--- config.mk ---
export PLATFORM = sky130hd
export DESIGN_NAME = rpn_stack_calculator_unit
export DESIGN_NICKNAME = d
export VERILOG_FILES = /design/src/rpn_pkg.sv /design/src/rpn_ram.sv /design/src/rpn_div.sv /design/src/rpn_datapath.sv /design/src/rpn_ctrl.sv /design/src/rpn_stack_calculator_unit.sv
export VERILOG_INCLUDE_DIRS = /design/src /design/src/src
export SDC_FILE = /design/constraint.sdc
export NUM_CORES = 2
export LEC_CHECK = 0
export BUFFER_PORTS_ARGS = -buffer_cell sky130_fd_sc_hd__buf_2
export CAP_MARGIN = 20
export CORE_MARGIN = 5
export CORE_UTILIZATION = 26
export CTS_CLUSTER_DIAMETER = 30
export DETAILED_ROUTE_END_ITERATION = 10
export PLACE_DENSITY = 0.47
export SETUP_SLACK_MARGIN = 0.1
export SYNTH_ARGS = -nofsm -noshare
export SYNTH_HDL_FRONTEND = slang
export SYNTH_SLANG_ARGS = --single-unit
export TNS_END_PERCENT = 5
--- constraint.sdc ---
create_clock -name i_clk -period 14.2 [get_ports i_clk]
set_input_delay 2.84 -clock i_clk [delete_from_list [all_inputs] [get_ports i_clk]]
set_output_delay 2.84 -clock i_clk [all_outputs]
set_load 0.02 [all_outputs]
--- src/assert_macros.svh ---
// Assertion helpers for the stack calculator
`ifndef ASSERT_MACROS_SVH
`define ASSERT_MACROS_SVH
// Implication checked on every rising edge, muted during reset
`define CHK_IMPL(label, clk, rst_n, ante, cons, msg) \
    label: assert property (@(posedge clk) disable iff (!rst_n) (ante) |-> (cons)) \
        else $error(msg);
// Next-cycle implication
`define CHK_NEXT(label, clk, rst_n, ante, cons, msg) \
    label: assert property (@(posedge clk) disable iff (!rst_n) (ante) |=> (cons)) \
        else $error(msg);
`endif

--- src/rpn_pkg.sv ---
// ----------------------------------------------------------------------------
// RPN calculator package
// Shared constants, codes and controller/datapath command types.
// ----------------------------------------------------------------------------
`default_nettype none
package rpn_pkg;
    localparam int STACK_DEPTH = 16;
    localparam int PTR_W = $clog2(STACK_DEPTH);
    localparam int CNT_W = $clog2(STACK_DEPTH + 1);
    localparam int DATA_W = 32;

    localparam logic [3:0] CMD_PUSH = 4'd0;
    localparam logic [3:0] CMD_TOP = 4'd1;
    localparam logic [3:0] CMD_POP = 4'd2;
    localparam logic [3:0] CMD_ALL = 4'd3;
    localparam logic [3:0] CMD_CLEAR = 4'd4;
    localparam logic [3:0] CMD_DUP = 4'd5;
    localparam logic [3:0] CMD_SWAP = 4'd6;
    localparam logic [3:0] CMD_ADD = 4'd7;
    localparam logic [3:0] CMD_SUB = 4'd8;
    localparam logic [3:0] CMD_MUL = 4'd9;
    localparam logic [3:0] CMD_DIV = 4'd10;
    localparam logic [3:0] CMD_REM = 4'd11;

    localparam logic [1:0] KIND_VALUE = 2'd0;
    localparam logic [1:0] KIND_FULL = 2'd1;
    localparam logic [1:0] KIND_EMPTY = 2'd2;
    localparam logic [1:0] KIND_DIVZERO = 2'd3;

    // datapath operations issued by the controller
    typedef enum logic [2:0] {
        OP_NONE,
        OP_RD,      // read stack at addr, result in rd_data next cycle
        OP_WR,      // write the src-selected data at addr
        OP_LDB,     // latch read data into operand b
        OP_LDA,     // latch read data into operand a
        OP_ALU,     // load add/sub/mul, swap or divider output into result
        OP_DIV      // start the iterative divider
    } t_op;

    typedef enum logic [1:0] {
        SRC_PUSH,
        SRC_RD,
        SRC_A,
        SRC_RES
    } t_src;

    typedef struct packed {
        t_op               op;
        logic [PTR_W-1:0]  addr;
        t_src              src;
        logic [3:0]        cmd;
        logic [DATA_W-1:0] push_value;
    } t_dp_cmd;

    typedef struct packed {
        logic              div_busy;
        logic              div_zero;
        logic [DATA_W-1:0] rd_data;
    } t_dp_stat;
endpackage
`default_nettype wire

--- src/rpn_ram.sv ---
// ----------------------------------------------------------------------------
// Generic RAM
// Single write port, single registered read port.
// ----------------------------------------------------------------------------
`default_nettype none
module rpn_ram #(
    parameter int WIDTH = 32,
    parameter int DEPTH = 16
) (
    input  wire logic                     i_clk,
    input  wire logic                     i_we,
    input  wire logic [$clog2(DEPTH)-1:0] i_waddr,
    input  wire logic [WIDTH-1:0]         i_wdata,
    input  wire logic [$clog2(DEPTH)-1:0] i_raddr,
    output logic      [WIDTH-1:0]         o_rdata
);
    logic [WIDTH-1:0] r_mem [DEPTH];

    always_ff @(posedge i_clk) begin
        if (i_we) begin
            r_mem[i_waddr] <= i_wdata;
        end
        o_rdata <= r_mem[i_raddr];
    end
endmodule
`default_nettype wire

--- src/rpn_div.sv ---
// ----------------------------------------------------------------------------
// RPN divider
// Restoring signed division, one quotient bit per cycle, truncating.
// ----------------------------------------------------------------------------
`default_nettype none
module rpn_div (
    input  wire logic                       i_clk,
    input  wire logic                       i_rst_n,
    input  wire logic                       i_start,
    input  wire logic [rpn_pkg::DATA_W-1:0] i_a,
    input  wire logic [rpn_pkg::DATA_W-1:0] i_b,
    output logic                            o_busy,
    output logic      [rpn_pkg::DATA_W-1:0] o_quot,
    output logic      [rpn_pkg::DATA_W-1:0] o_rem
);
    import rpn_pkg::*;
    localparam int STEP_W = $clog2(DATA_W + 1);

    logic [DATA_W-1:0] r_q, r_d;
    logic [DATA_W:0]   r_r;
    logic [STEP_W-1:0] r_cnt;
    logic              r_sq, r_sr;
    logic [DATA_W-1:0] abs_a, abs_b;
    logic [DATA_W:0]   n_r, trial;

    assign abs_a = i_a[DATA_W-1] ? (~i_a + 1'b1) : i_a;
    assign abs_b = i_b[DATA_W-1] ? (~i_b + 1'b1) : i_b;
    assign n_r   = {r_r[DATA_W-1:0], r_q[DATA_W-1]};
    assign trial = n_r - {1'b0, r_d};

    always_ff @(posedge i_clk) begin
        if (!i_rst_n) begin
            r_cnt <= '0;
        end else if (i_start) begin
            r_cnt <= STEP_W'(DATA_W);
        end else if (r_cnt != '0) begin
            r_cnt <= r_cnt - 1'b1;
        end
        if (i_start) begin
            r_q  <= abs_a;
            r_d  <= abs_b;
            r_r  <= '0;
            r_sq <= i_a[DATA_W-1] ^ i_b[DATA_W-1];
            r_sr <= i_a[DATA_W-1];
        end else if (r_cnt != '0) begin
            if (!trial[DATA_W]) begin
                r_r <= trial;
                r_q <= {r_q[DATA_W-2:0], 1'b1};
            end else begin
                r_r <= n_r;
                r_q <= {r_q[DATA_W-2:0], 1'b0};
            end
        end
    end

    assign o_busy = (r_cnt != '0);
    assign o_quot = r_sq ? (~r_q + 1'b1) : r_q;
    assign o_rem  = r_sr ? (~r_r[DATA_W-1:0] + 1'b1) : r_r[DATA_W-1:0];
endmodule
`default_nettype wire

--- src/rpn_datapath.sv ---
// ----------------------------------------------------------------------------
// RPN datapath
// Stack RAM, operand registers, ALU with registered multiply and divider.
// ----------------------------------------------------------------------------
`default_nettype none
module rpn_datapath (
    input  wire logic              i_clk,
    input  wire logic              i_rst_n,
    input  wire rpn_pkg::t_dp_cmd  i_cmd,
    output rpn_pkg::t_dp_stat      o_stat
);
    import rpn_pkg::*;

    logic [DATA_W-1:0] r_a, r_b, r_res, rd_data, wdata, quot, remd;
    logic              we, div_busy;

    assign we = (i_cmd.op == OP_WR);

    always_comb begin
        case (i_cmd.src)
            SRC_PUSH: wdata = i_cmd.push_value;
            SRC_RD:   wdata = rd_data;
            SRC_A:    wdata = r_a;
            SRC_RES:  wdata = r_res;
            default:  wdata = r_res;
        endcase
    end

    rpn_ram #(.WIDTH(DATA_W), .DEPTH(STACK_DEPTH)) u_ram (
        .i_clk   (i_clk),
        .i_we    (we),
        .i_waddr (i_cmd.addr),
        .i_wdata (wdata),
        .i_raddr (i_cmd.addr),
        .o_rdata (rd_data)
    );

    rpn_div u_div (
        .i_clk   (i_clk),
        .i_rst_n (i_rst_n),
        .i_start (i_cmd.op == OP_DIV),
        .i_a     (r_a),
        .i_b     (r_b),
        .o_busy  (div_busy),
        .o_quot  (quot),
        .o_rem   (remd)
    );

    // operand and result registers: read data into b or a; ALU op, swap, or divider output once it has settled
    always_ff @(posedge i_clk) begin
        case (i_cmd.op)
            OP_LDB: r_b <= rd_data;
            OP_LDA: r_a <= rd_data;
            OP_ALU: begin
                case (i_cmd.cmd)
                    CMD_SWAP: r_res <= r_b;
                    CMD_ADD: r_res <= r_a + r_b;
                    CMD_SUB: r_res <= r_a - r_b;
                    CMD_MUL: r_res <= r_a * r_b;
                    CMD_DIV: r_res <= quot;
                    default: r_res <= remd;
                endcase
            end
            default: ;
        endcase
    end

    assign o_stat.div_busy = div_busy;
    assign o_stat.div_zero = (r_b == '0);
    assign o_stat.rd_data  = rd_data;
endmodule
`default_nettype wire

--- src/rpn_ctrl.sv ---
// ----------------------------------------------------------------------------
// RPN controller
// Sequences each command through the datapath and issues result items.
// ----------------------------------------------------------------------------
`default_nettype none
`include "assert_macros.svh"
module rpn_ctrl (
    input  wire logic                       i_clk,
    input  wire logic                       i_rst_n,
    input  wire logic                       i_in_valid,
    output logic                            o_in_ready,
    input  wire logic [3:0]                 i_command,
    input  wire logic [rpn_pkg::DATA_W-1:0] i_push_value,
    output logic                            o_out_valid,
    input  wire logic                       i_out_ready,
    output logic      [1:0]                 o_kind,
    output logic      [rpn_pkg::DATA_W-1:0] o_value,
    output logic                            o_last,
    output rpn_pkg::t_dp_cmd                o_cmd,
    input  wire rpn_pkg::t_dp_stat          i_stat
);
    import rpn_pkg::*;

    typedef enum logic [3:0] {
        S_IDLE, S_RDB, S_LDB, S_RDA, S_LDA, S_EXEC, S_DIVW, S_WB,
        S_SWAP2, S_DUPW, S_TOPW, S_ALLR, S_ALLW, S_EMIT
    } t_state;

    t_state            r_state;
    logic [3:0]        r_cmdc;
    logic [CNT_W-1:0]  r_cnt, r_idx;
    logic              r_ovalid, r_olast, r_all;
    logic [1:0]        r_okind;
    logic [DATA_W-1:0] r_oval;
    t_op               op;
    t_src              src;
    logic [PTR_W-1:0]  addr;
    logic              out_free;

    assign out_free   = !r_ovalid || i_out_ready;
    assign o_in_ready = (r_state == S_IDLE) && out_free;

    // datapath command decode per state
    always_comb begin
        op   = OP_NONE;
        src  = SRC_PUSH;
        addr = '0;
        case (r_state)
            S_IDLE: begin
                addr = PTR_W'(i_command == CMD_PUSH ? r_cnt : r_cnt - 1'b1);
                if (i_in_valid && o_in_ready) begin
                    if (i_command == CMD_PUSH && r_cnt != CNT_W'(STACK_DEPTH)) begin
                        op = OP_WR;
                    end else if (i_command != CMD_PUSH) begin
                        op = OP_RD;
                    end
                end
            end
            S_RDB:  begin op = OP_RD; addr = PTR_W'(r_cnt - 1'b1); end
            S_LDB:  op = OP_LDB;
            S_RDA:  begin op = OP_RD; addr = PTR_W'(r_cnt - 1'b1); end
            S_LDA:  op = OP_LDA;
            S_EXEC: op = (r_cmdc == CMD_DIV || r_cmdc == CMD_REM) ? OP_DIV : OP_ALU;
            S_DIVW: op = i_stat.div_busy ? OP_NONE : OP_ALU;
            S_WB:   begin op = OP_WR; src = SRC_RES; addr = PTR_W'(r_cnt); end
            S_SWAP2: begin op = OP_WR; src = SRC_A; addr = PTR_W'(r_cnt); end
            S_DUPW: begin op = OP_WR; src = SRC_RD; addr = PTR_W'(r_cnt); end
            S_ALLR: begin op = OP_RD; addr = PTR_W'(r_idx - 1'b1); end
            default: ;
        endcase
    end

    assign o_cmd = '{op: op, addr: addr, src: src, cmd: r_cmdc, push_value: i_push_value};

    always_ff @(posedge i_clk) begin
        if (!i_rst_n) begin
            r_state  <= S_IDLE;
            r_cnt    <= '0;
            r_ovalid <= 1'b0;
        end else begin
            if (r_ovalid && i_out_ready) r_ovalid <= 1'b0;
            case (r_state)
                S_IDLE: begin
                    if (i_in_valid && o_in_ready) begin
                        r_cmdc <= i_command;
                        case (i_command)
                            CMD_PUSH: begin
                                if (r_cnt == CNT_W'(STACK_DEPTH)) begin
                                    r_ovalid <= 1'b1; r_okind <= KIND_FULL;
                                    r_oval <= '0; r_olast <= 1'b1;
                                end else r_cnt <= r_cnt + 1'b1;
                            end
                            CMD_TOP, CMD_POP: begin
                                if (r_cnt == '0) begin
                                    r_ovalid <= 1'b1; r_okind <= KIND_EMPTY;
                                    r_oval <= '0; r_olast <= 1'b1;
                                end else begin
                                    if (i_command == CMD_POP) r_cnt <= r_cnt - 1'b1;
                                    r_state <= S_TOPW;
                                end
                            end
                            CMD_DUP: begin
                                if (r_cnt == '0) begin
                                    r_ovalid <= 1'b1; r_okind <= KIND_EMPTY;
                                    r_oval <= '0; r_olast <= 1'b1;
                                end else if (r_cnt == CNT_W'(STACK_DEPTH)) begin
                                    r_ovalid <= 1'b1; r_okind <= KIND_FULL;
                                    r_oval <= '0; r_olast <= 1'b1;
                                end else r_state <= S_DUPW;
                            end
                            CMD_ALL: begin
                                r_idx <= r_cnt;
                                if (r_cnt != '0) r_state <= S_ALLR;
                            end
                            CMD_CLEAR: r_cnt <= '0;
                            CMD_SWAP, CMD_ADD, CMD_SUB, CMD_MUL, CMD_DIV, CMD_REM: begin
                                if (r_cnt < CNT_W'(2)) begin
                                    r_cnt <= '0;
                                    r_ovalid <= 1'b1; r_okind <= KIND_EMPTY;
                                    r_oval <= '0; r_olast <= 1'b1;
                                end else begin
                                    r_cnt <= r_cnt - 1'b1;
                                    r_state <= S_LDB;
                                end
                            end
                            default: ;
                        endcase
                    end
                end
                S_LDB: r_state <= S_RDA;
                S_RDA: begin r_cnt <= r_cnt - 1'b1; r_state <= S_LDA; end
                // swap passes b through the result register, then writes a
                S_LDA: r_state <= S_EXEC;
                S_EXEC: begin
                    if ((r_cmdc == CMD_DIV || r_cmdc == CMD_REM) && i_stat.div_zero) begin
                        r_state <= S_EMIT; r_okind <= KIND_DIVZERO;
                    end else if (r_cmdc == CMD_DIV || r_cmdc == CMD_REM) begin
                        r_state <= S_DIVW;
                    end else r_state <= S_WB;
                end
                S_DIVW: if (!i_stat.div_busy) r_state <= S_WB;
                S_WB: begin
                    r_cnt <= r_cnt + 1'b1;
                    r_state <= (r_cmdc == CMD_SWAP) ? S_SWAP2 : S_IDLE;
                end
                S_SWAP2: begin r_cnt <= r_cnt + 1'b1; r_state <= S_IDLE; end
                S_DUPW: begin r_cnt <= r_cnt + 1'b1; r_state <= S_IDLE; end
                S_TOPW: begin
                    if (out_free) begin
                        r_ovalid <= 1'b1; r_okind <= KIND_VALUE;
                        r_oval <= i_stat.rd_data; r_olast <= 1'b1;
                        r_state <= S_IDLE;
                    end
                end
                S_ALLR: begin
                    if (out_free) begin
                        r_idx <= r_idx - 1'b1;
                        r_state <= S_ALLW;
                    end
                end
                S_ALLW: begin
                    if (out_free) begin
                        r_ovalid <= 1'b1; r_okind <= KIND_VALUE;
                        r_oval <= i_stat.rd_data; r_olast <= (r_idx == '0);
                        r_state <= (r_idx == '0) ? S_IDLE : S_ALLR;
                    end
                end
                S_EMIT: begin
                    if (out_free) begin
                        r_ovalid <= 1'b1; r_oval <= '0; r_olast <= 1'b1;
                        r_state <= S_IDLE;
                    end
                end
                default: r_state <= S_IDLE;
            endcase
        end
    end

    // S_RDB is unused: the first read is issued from idle
    assign r_all = (r_state == S_RDB);

    assign o_out_valid = r_ovalid;
    assign o_kind      = r_okind;
    assign o_value     = r_oval;
    assign o_last      = r_olast;

    `CHK_IMPL(a_cnt_range, i_clk, i_rst_n, 1'b1, r_cnt <= CNT_W'(STACK_DEPTH) && !r_all,
        "stack count out of range")
    `CHK_IMPL(a_busy_ready, i_clk, i_rst_n, r_state != S_IDLE, !o_in_ready,
        "input taken while busy")
    `CHK_NEXT(a_hold, i_clk, i_rst_n, o_out_valid && !i_out_ready,
        o_out_valid && $stable(o_value), "result dropped")
endmodule
`default_nettype wire

--- src/rpn_stack_calculator_unit.sv ---
// ----------------------------------------------------------------------------
// RPN stack calculator
// Divide and remainder wait on the iterative divider for their result.
// Flow: one command at a time; print all reads and then emits each entry
//   through the single registered read port; a waiting result holds off input.
// Reset: synchronous active low; empties the stack, stack contents undefined.
// ----------------------------------------------------------------------------
`default_nettype none
module rpn_stack_calculator_unit (
    input  wire logic        i_clk,
    input  wire logic        i_rst_n,
    input  wire logic        s_axis_tvalid,
    output logic             s_axis_tready,
    // [3:0] command, [35:4] push_value, [39:36] zero
    input  wire logic [39:0] s_axis_tdata,
    output logic             m_axis_tvalid,
    input  wire logic        m_axis_tready,
    // [31:0] result_value
    output logic      [31:0] m_axis_tdata,
    // [1:0] kind
    output logic      [1:0]  m_axis_tuser,
    output logic             m_axis_tlast
);
    import rpn_pkg::*;

    t_dp_cmd  dp_cmd;
    t_dp_stat dp_stat;

    // controller: sequences commands and holds the output registers
    rpn_ctrl u_ctrl (
        .i_clk        (i_clk),
        .i_rst_n      (i_rst_n),
        .i_in_valid   (s_axis_tvalid),
        .o_in_ready   (s_axis_tready),
        .i_command    (s_axis_tdata[3:0]),
        .i_push_value (s_axis_tdata[35:4]),
        .o_out_valid  (m_axis_tvalid),
        .i_out_ready  (m_axis_tready),
        .o_kind       (m_axis_tuser),
        .o_value      (m_axis_tdata),
        .o_last       (m_axis_tlast),
        .o_cmd        (dp_cmd),
        .i_stat       (dp_stat)
    );

    // datapath: stack RAM, operands, ALU and divider
    rpn_datapath u_dp (
        .i_clk   (i_clk),
        .i_rst_n (i_rst_n),
        .i_cmd   (dp_cmd),
        .o_stat  (dp_stat)
    );
endmodule
`default_nettype wire

After elaboration in Yosys (flattened, before gate mapping)
Memories as Yosys holds them, arrays and structs flattened. A register that Yosys moved wholly into a read port is not among the register bits.
Index checks and enable logic that the tools add are counted.
{"block": "word_totals", "ff_bits": 254, "ram_bits": 512, "input_bits": 44, "out_inout_bits": 37, "elab_cells": 225, "mem_count": 1}
{"block": "classes", "n_addsub": 11, "mul": 1, "order_cmp": 1, "eq_ne": 61, "mux": 86, "n_bitwise": 6, "reduce_logical": 39}
{"memory": "u_dp.u_ram.r_mem", "depth": 16, "word_bits": 32, "rd": 1, "rd_ports_with_merged_regs": 1, "wr": 1, "line": "rpn_ram.sv:17", "rtl": "logic [WIDTH-1:0] r_mem [DEPTH];"}
{"op": "$mux 32", "n": 13}
{"op": "$pmux 32 s4", "n": 2}
{"op": "$pmux 32 s5", "n": 1}
{"op": "$add 32x1->32 const B", "n": 4}
{"op": "$not 32->32", "n": 4}
{"op": "$pmux 32 s3", "n": 1}
{"op": "$eq 4x4->1 const B", "n": 14}
{"op": "$mux 4", "n": 14}
{"op": "$eq 4x3->1 const B", "n": 10}
{"op": "$mux 5", "n": 8}
{"op": "$pmux 4 s10", "n": 1}
{"op": "$sub 33x32->33", "n": 1}
{"op": "$add 32x32->32", "n": 1}
{"op": "$logic_not 32->1", "n": 1}
{"op": "$mul 32x32->32", "n": 1}
{"op": "$pmux 4 s4", "n": 2}
{"op": "$sub 32x32->32", "n": 1}
{"op": "$mux 31", "n": 1}
{"op": "$ne 3x3->1 const B", "n": 9}
{"op": "$reduce_and 8->1", "n": 3}
{"op": "$pmux 3 s7", "n": 1}
{"op": "$ne 5x5->1 const B", "n": 4}
{"op": "$pmux 5 s4", "n": 1}
{"op": "$mux 1", "n": 19}
{"op": "43 further kinds", "n": 88}

Depth between registers and ports, before layout
{"block": "depth", "ltp_word": 9, "ltp_mapped": 28, "depth_no_buf": 26}

Hierarchy
Synthesis repeated with hierarchy kept, for this count alone.
{"block": "unflattened", "cells_unflattened": 4605, "hier_area_um2": 54711.2}
{"module": "rpn_datapath", "instances": 1, "cells_each": 2389, "area_each_um2": 22723.0, "seq_area_each_um2": 2882.8}
{"module": "rpn_ram", "instances": 1, "cells_each": 838, "area_each_um2": 19835.3, "seq_area_each_um2": 16015.4}
{"module": "rpn_div", "instances": 1, "cells_each": 988, "area_each_um2": 8359.3, "seq_area_each_um2": 2742.6}
{"module": "rpn_ctrl", "instances": 1, "cells_each": 390, "area_each_um2": 3793.6, "seq_area_each_um2": 1521.5}

Least setup slack after synthesis
No wires, ideal clock.
{"block": "synth_timing", "kind": "register to register", "from": "register u_dp.r_b[8]", "to": "register u_dp.r_res[31] (data pin)", "setup_time_ns": 0.272, "arrival_ns": 7.306, "required_time_ns": 13.928, "path_slack_ns": 6.622, "path_stages_with_launch": 28, "synth_period_minus_slack_ns": 7.578, "cell_sequence": "edfxtp_1 buf_1 clkbuf_1 nand2_1 fa_1 inv_1 fa_1 fa_1 inv_1 fa_1 inv_1 fa_1 inv_1 fa_1 inv_1 fa_1 fa_1 ha_1 a21o_1 a21o_1 a211o_1 nand3b_1 o21ai_0 o2111ai_1 o211ai_1 xnor2_1 nor2_1 or4_1"}
{"block": "synth_via", "elab_chain_len": 2}
{"item": "from (decl)", "line": "rpn_datapath.sv:14", "rtl": "logic [DATA_W-1:0] r_a, r_b, r_res, rd_data, wdata, quot, remd;"}
{"item": "from (signal assigned)", "line": "rpn_datapath.sv:52", "rtl": "OP_LDB: r_b <= rd_data;"}
{"item": "$mul 32x32->32 (tied with other cells)", "line": "rpn_datapath.sv:59", "rtl": "CMD_MUL: r_res <= r_a * r_b;"}
{"item": "$pmux 32 s5 (*)", "line": "rpn_datapath.sv:55", "rtl": "case (i_cmd.cmd)"}
{"item": "to (signal assigned)", "line": "rpn_datapath.sv:56", "rtl": "CMD_SWAP: r_res <= r_b;"}
{"item": "to (signal assigned)", "line": "rpn_datapath.sv:59"}
{"item": "to (signal assigned)", "line": "rpn_datapath.sv:60", "rtl": "CMD_DIV: r_res <= quot;"}
{"item": "to (decl)", "line": "rpn_datapath.sv:14"}
Mark *: on every way between the ends. The rest lies on a longest branch, timed or not.
A chain may end at the register's enable or synchronous reset.

Final worst setup path
{"block": "layout_timing", "from": "register u_dp.r_a[4]", "to": "register u_dp.r_res[31] (data pin)"}
{"block": "layout_via", "elab_chain_len": 2}
{"item": "from (decl)", "line": "rpn_datapath.sv:14"}
{"item": "from (signal assigned)", "line": "rpn_datapath.sv:53", "rtl": "OP_LDA: r_a <= rd_data;"}
{"item": "$mul 32x32->32 (tied with other cells)", "line": "rpn_datapath.sv:59"}
{"item": "$pmux 32 s5 (*)", "line": "rpn_datapath.sv:55"}
Marks and branches as above.

==> metrics.txt <==
Final period util=between 60% and 70%; GRT Total Usage=16.0%; RSZ-0062 raised after global routing=false; Setup Fix Bufs, Post-CTS=0; Mapped Nets=approximately 5.7k; First-pass DRT Iterations=6; clk_lat worst skew=slightly below 0.8 ns; Clock Tree Buf Depth=3; relative slew slack=25.6%; wire per inst=about 22 um; placed cell area=between 50000 and 60000 um2; actual slew at the worst max-slew pin=1.12 ns; Finish-stage setup viols=0; first-pass GRT wire length=264000 um; Port Buffer Count=76; top fanout value on the critical path=20; area share of the largest cell type after synthesis=roughly two fifths; Top Ports=81; Die H=about 470 um; vias in the first global route=approximately 40k; delay of the slowest cell on the worst path=about 1.1 ns; Final min period=about 8.9 ns; mapped cell area=approximately 54000 um2; Synth async-reset ratio=0%; CP arrival=about 9.4 ns; critical path class=reg2reg; area leader, netlist=edfxtp_1; Worst path slowest cell=edfxtp_1; total number of vias=between 30k and 40k; CTS tree=built; Reg clk slew, reported paths=~0.050 ns; maximum capacitance violations=0; crit-path leading delay family=adder cells; Seq/Total Area, Yosys=between 40 and 50%; largest net degree at the start of global routing=~190; initial antenna violation count=7; FILL cells=21.4k; routability congestion estimate=about 0.87; core area=between 200000 and 250000 um2; Vias/cell=between 4 and 5; cell with the most instances after synthesis=edfxtp_1; nets=between 5k and 6k; Final Hold Slack=0.474 ns; Max Clk Rate=about 110 MHz; post-route cell area=about 64000 um2; syn avg cell area=around 11 um2; Worst Skew=approximately 0.037 ns; full die area=around 220000 um2; Final ANT Viol Nets=0; Post-synth EDFFs=slightly above 700; Hold Crit Class=reg2reg; clock sink count=798; Root Driver=clkbuf_16; Worst Path Buf+Inv=7; CP Launch Type=flop; DP Wirelength=approximately 120000 um; Netlist cell types=71; Fin. Hold Viols=0; placed instance count=approximately 7.7k; top cells by count, synth=edfxtp_1 (718), nand2_1 (533), inv_1 (458); DR iter-0 viols=~2.7k; Non-Filler Instances=roughly 8k; post-CTS sizing=0; total grt overflow=0; Die Width=467 um; Starting Density=between 20% and 30%; DRC viols=0; Num CTS Buffers=around 160; hold buffers post-CTS=0; Synth Flop Type=edfxtp_1; number of synthesized register bits=798; outcome=complete, no violations; layout cells sized above 1=roughly a tenth; most used cell, CP=fa_1; H-tree depth=4; Syn-to-layout area delta=17.5%; TNS Setup=0 ns; Area contributors post-synth=edfxtp_1 (40%), fa_1 (15%), and2_1 (5.1%); max-slew violations=0; Cell Rows=167; Crit. End Element=flop; Total Routed Length=176000 um; Cells after Synth=between 5k and 6k; Yosys warning count=0; CP required=~15 ns
-- worst register-to-register path, stage by stage (launching register included) --
cell       delay, ns
edfxtp_1        1.08
buf_4           0.48
and2_1          0.21
fa_1            0.43
inv_1           0.09
fa_1            0.16
inv_1           0.05
fa_1            0.47
inv_1           0.06
fa_1            0.48
inv_1           0.05
fa_1            0.50
inv_1           0.05
fa_1            0.54
inv_1           0.05
fa_1            0.50
fa_1            0.45
ha_1            0.38
a21o_1          0.21
a21o_1          0.17
a211o_1         0.32
nand3b_1        0.16
o21ai_0         0.37
o2111ai_1       0.20
o211ai_1        0.19
xnor2_1         0.22
nor2_1          0.09
or4_1           0.65
-- kinds of logic after synthesis --
logic type / share of synthesized area, %
adder cells (fa/ha/maj): 19.6
flip-flops: 42.6
buffers and inverters: 5.47
multiplexers: 1.51
XOR/XNOR: 4.57
AND/OR/NAND/NOR: 13.0
AO/OA/AOI/OAI: 13.3
-- per-layer routing --
metal / vias to the layer above / global-route usage (%) / share of wire, %
met2: 1010 / 28.1 / 50
met4: 0 / 6.65 / 4.4
met3: 333 / 2.08 / 4.3
met1: 19700 / 19.7 / 41
met5: - / 0 / 0
li1: 17800 / - / -
-- path summary, 6_finish.rpt --
| check | start | end | slack (ns) | cells past startpoint |
|---|---|---|---|---|
| setup / recovery | u_dp.r_a[4] | u_dp.r_res[31] | 5.29 | 27 |
| hold reg to reg | u_dp.u_div.r_cnt[3] | u_dp.u_div.r_cnt[3] | 0.47 | 2 |
| setup reg to reg | u_dp.r_a[4] | u_dp.r_res[31] | 5.29 | 27 |
| hold / removal | u_dp.u_div.r_cnt[3] | u_dp.u_div.r_cnt[3] | 0.47 | 2 |
-- cell type report --
class | count | area, um2 | area share, %
multi-input cells | 3470 | 28500 | 44.6
flip-flops and latches | 798 | 23200 | 36.2
clock buffers | 187 | 4150 | 6.49
well taps | 2788 | 3490 | 5.46
inverters | 458 | 1720 | 2.69
repair buffers | 216 | 1460 | 2.29
clock inverters | 108 | 1430 | 2.24
diodes | 3 | 7.51 | 0.0117
-- metrics by stage --
step | setup slack (ns) | util, %
after floorplan | 6.62 | -
after global placement | 5.21 | 28.0
after detailed placement | 5.29 | 28.0
after CTS | 5.22 | 30.7
after global routing | 4.90 | 30.8
final | 5.29 | 30.8
-- state kept, by name, indices dropped and copies added, names as in the netlist --
name,flops
u_ctrl.o_kind,2
u_ctrl.o_last,1
u_ctrl.o_out_valid,1
u_ctrl.o_value,32
u_ctrl.r_cmdc,4
u_ctrl.r_cnt,5
u_ctrl.r_idx,5
u_ctrl.r_state,4
u_dp.r_a,32
u_dp.r_b,32
u_dp.r_res,32
u_dp.u_div.r_cnt,6
u_dp.u_div.r_d,32
u_dp.u_div.r_q,32
u_dp.u_div.r_r,32
u_dp.u_div.r_sq,1
u_dp.u_div.r_sr,1
u_dp.u_ram.o_rdata,32
u_dp.u_ram.r_mem,512
-- cells in the final DEF, fill, tap and decap left out, types with 23 or more instances in the layout --
| master | synthesis | final |
|---|---|---|
| a211oi_1 | 242 | 242 |
| a21oi_1 | 255 | 252 |
| a22o_1 | 32 | 32 |
| a31oi_1 | 78 | 78 |
| fa_1 | 410 | 410 |
| or3_1 | 39 | 38 |
| nand2b_1 | 37 | 37 |
| nor2b_1 | 25 | 25 |
| nor3_1 | 42 | 38 |
| xor2_1 | 132 | 132 |
| clkbuf_1 | 312 | 23 |
| dfxtp_1 | 80 | 80 |
| inv_1 | 458 | 457 |
| nand2_1 | 533 | 533 |
| bufinv_16 | 0 | 25 |
| clkbuf_16 | 0 | 160 |
| o31ai_1 | 53 | 53 |
| ha_1 | 196 | 196 |
| nand3_1 | 38 | 37 |
| buf_2 | 0 | 76 |
| a222oi_1 | 44 | 44 |
| o21ai_0 | 186 | 184 |
| mux2i_1 | 80 | 80 |
| edfxtp_1 | 718 | 718 |
| a21o_1 | 39 | 38 |
| nor2_1 | 168 | 149 |
| xnor2_1 | 152 | 151 |
| buf_4 | 0 | 135 |
| and2_1 | 440 | 440 |
Power is left out: the tool's default activity adds up to more than one toggle a clock period on the data nets, which glitch-free logic cannot reach.
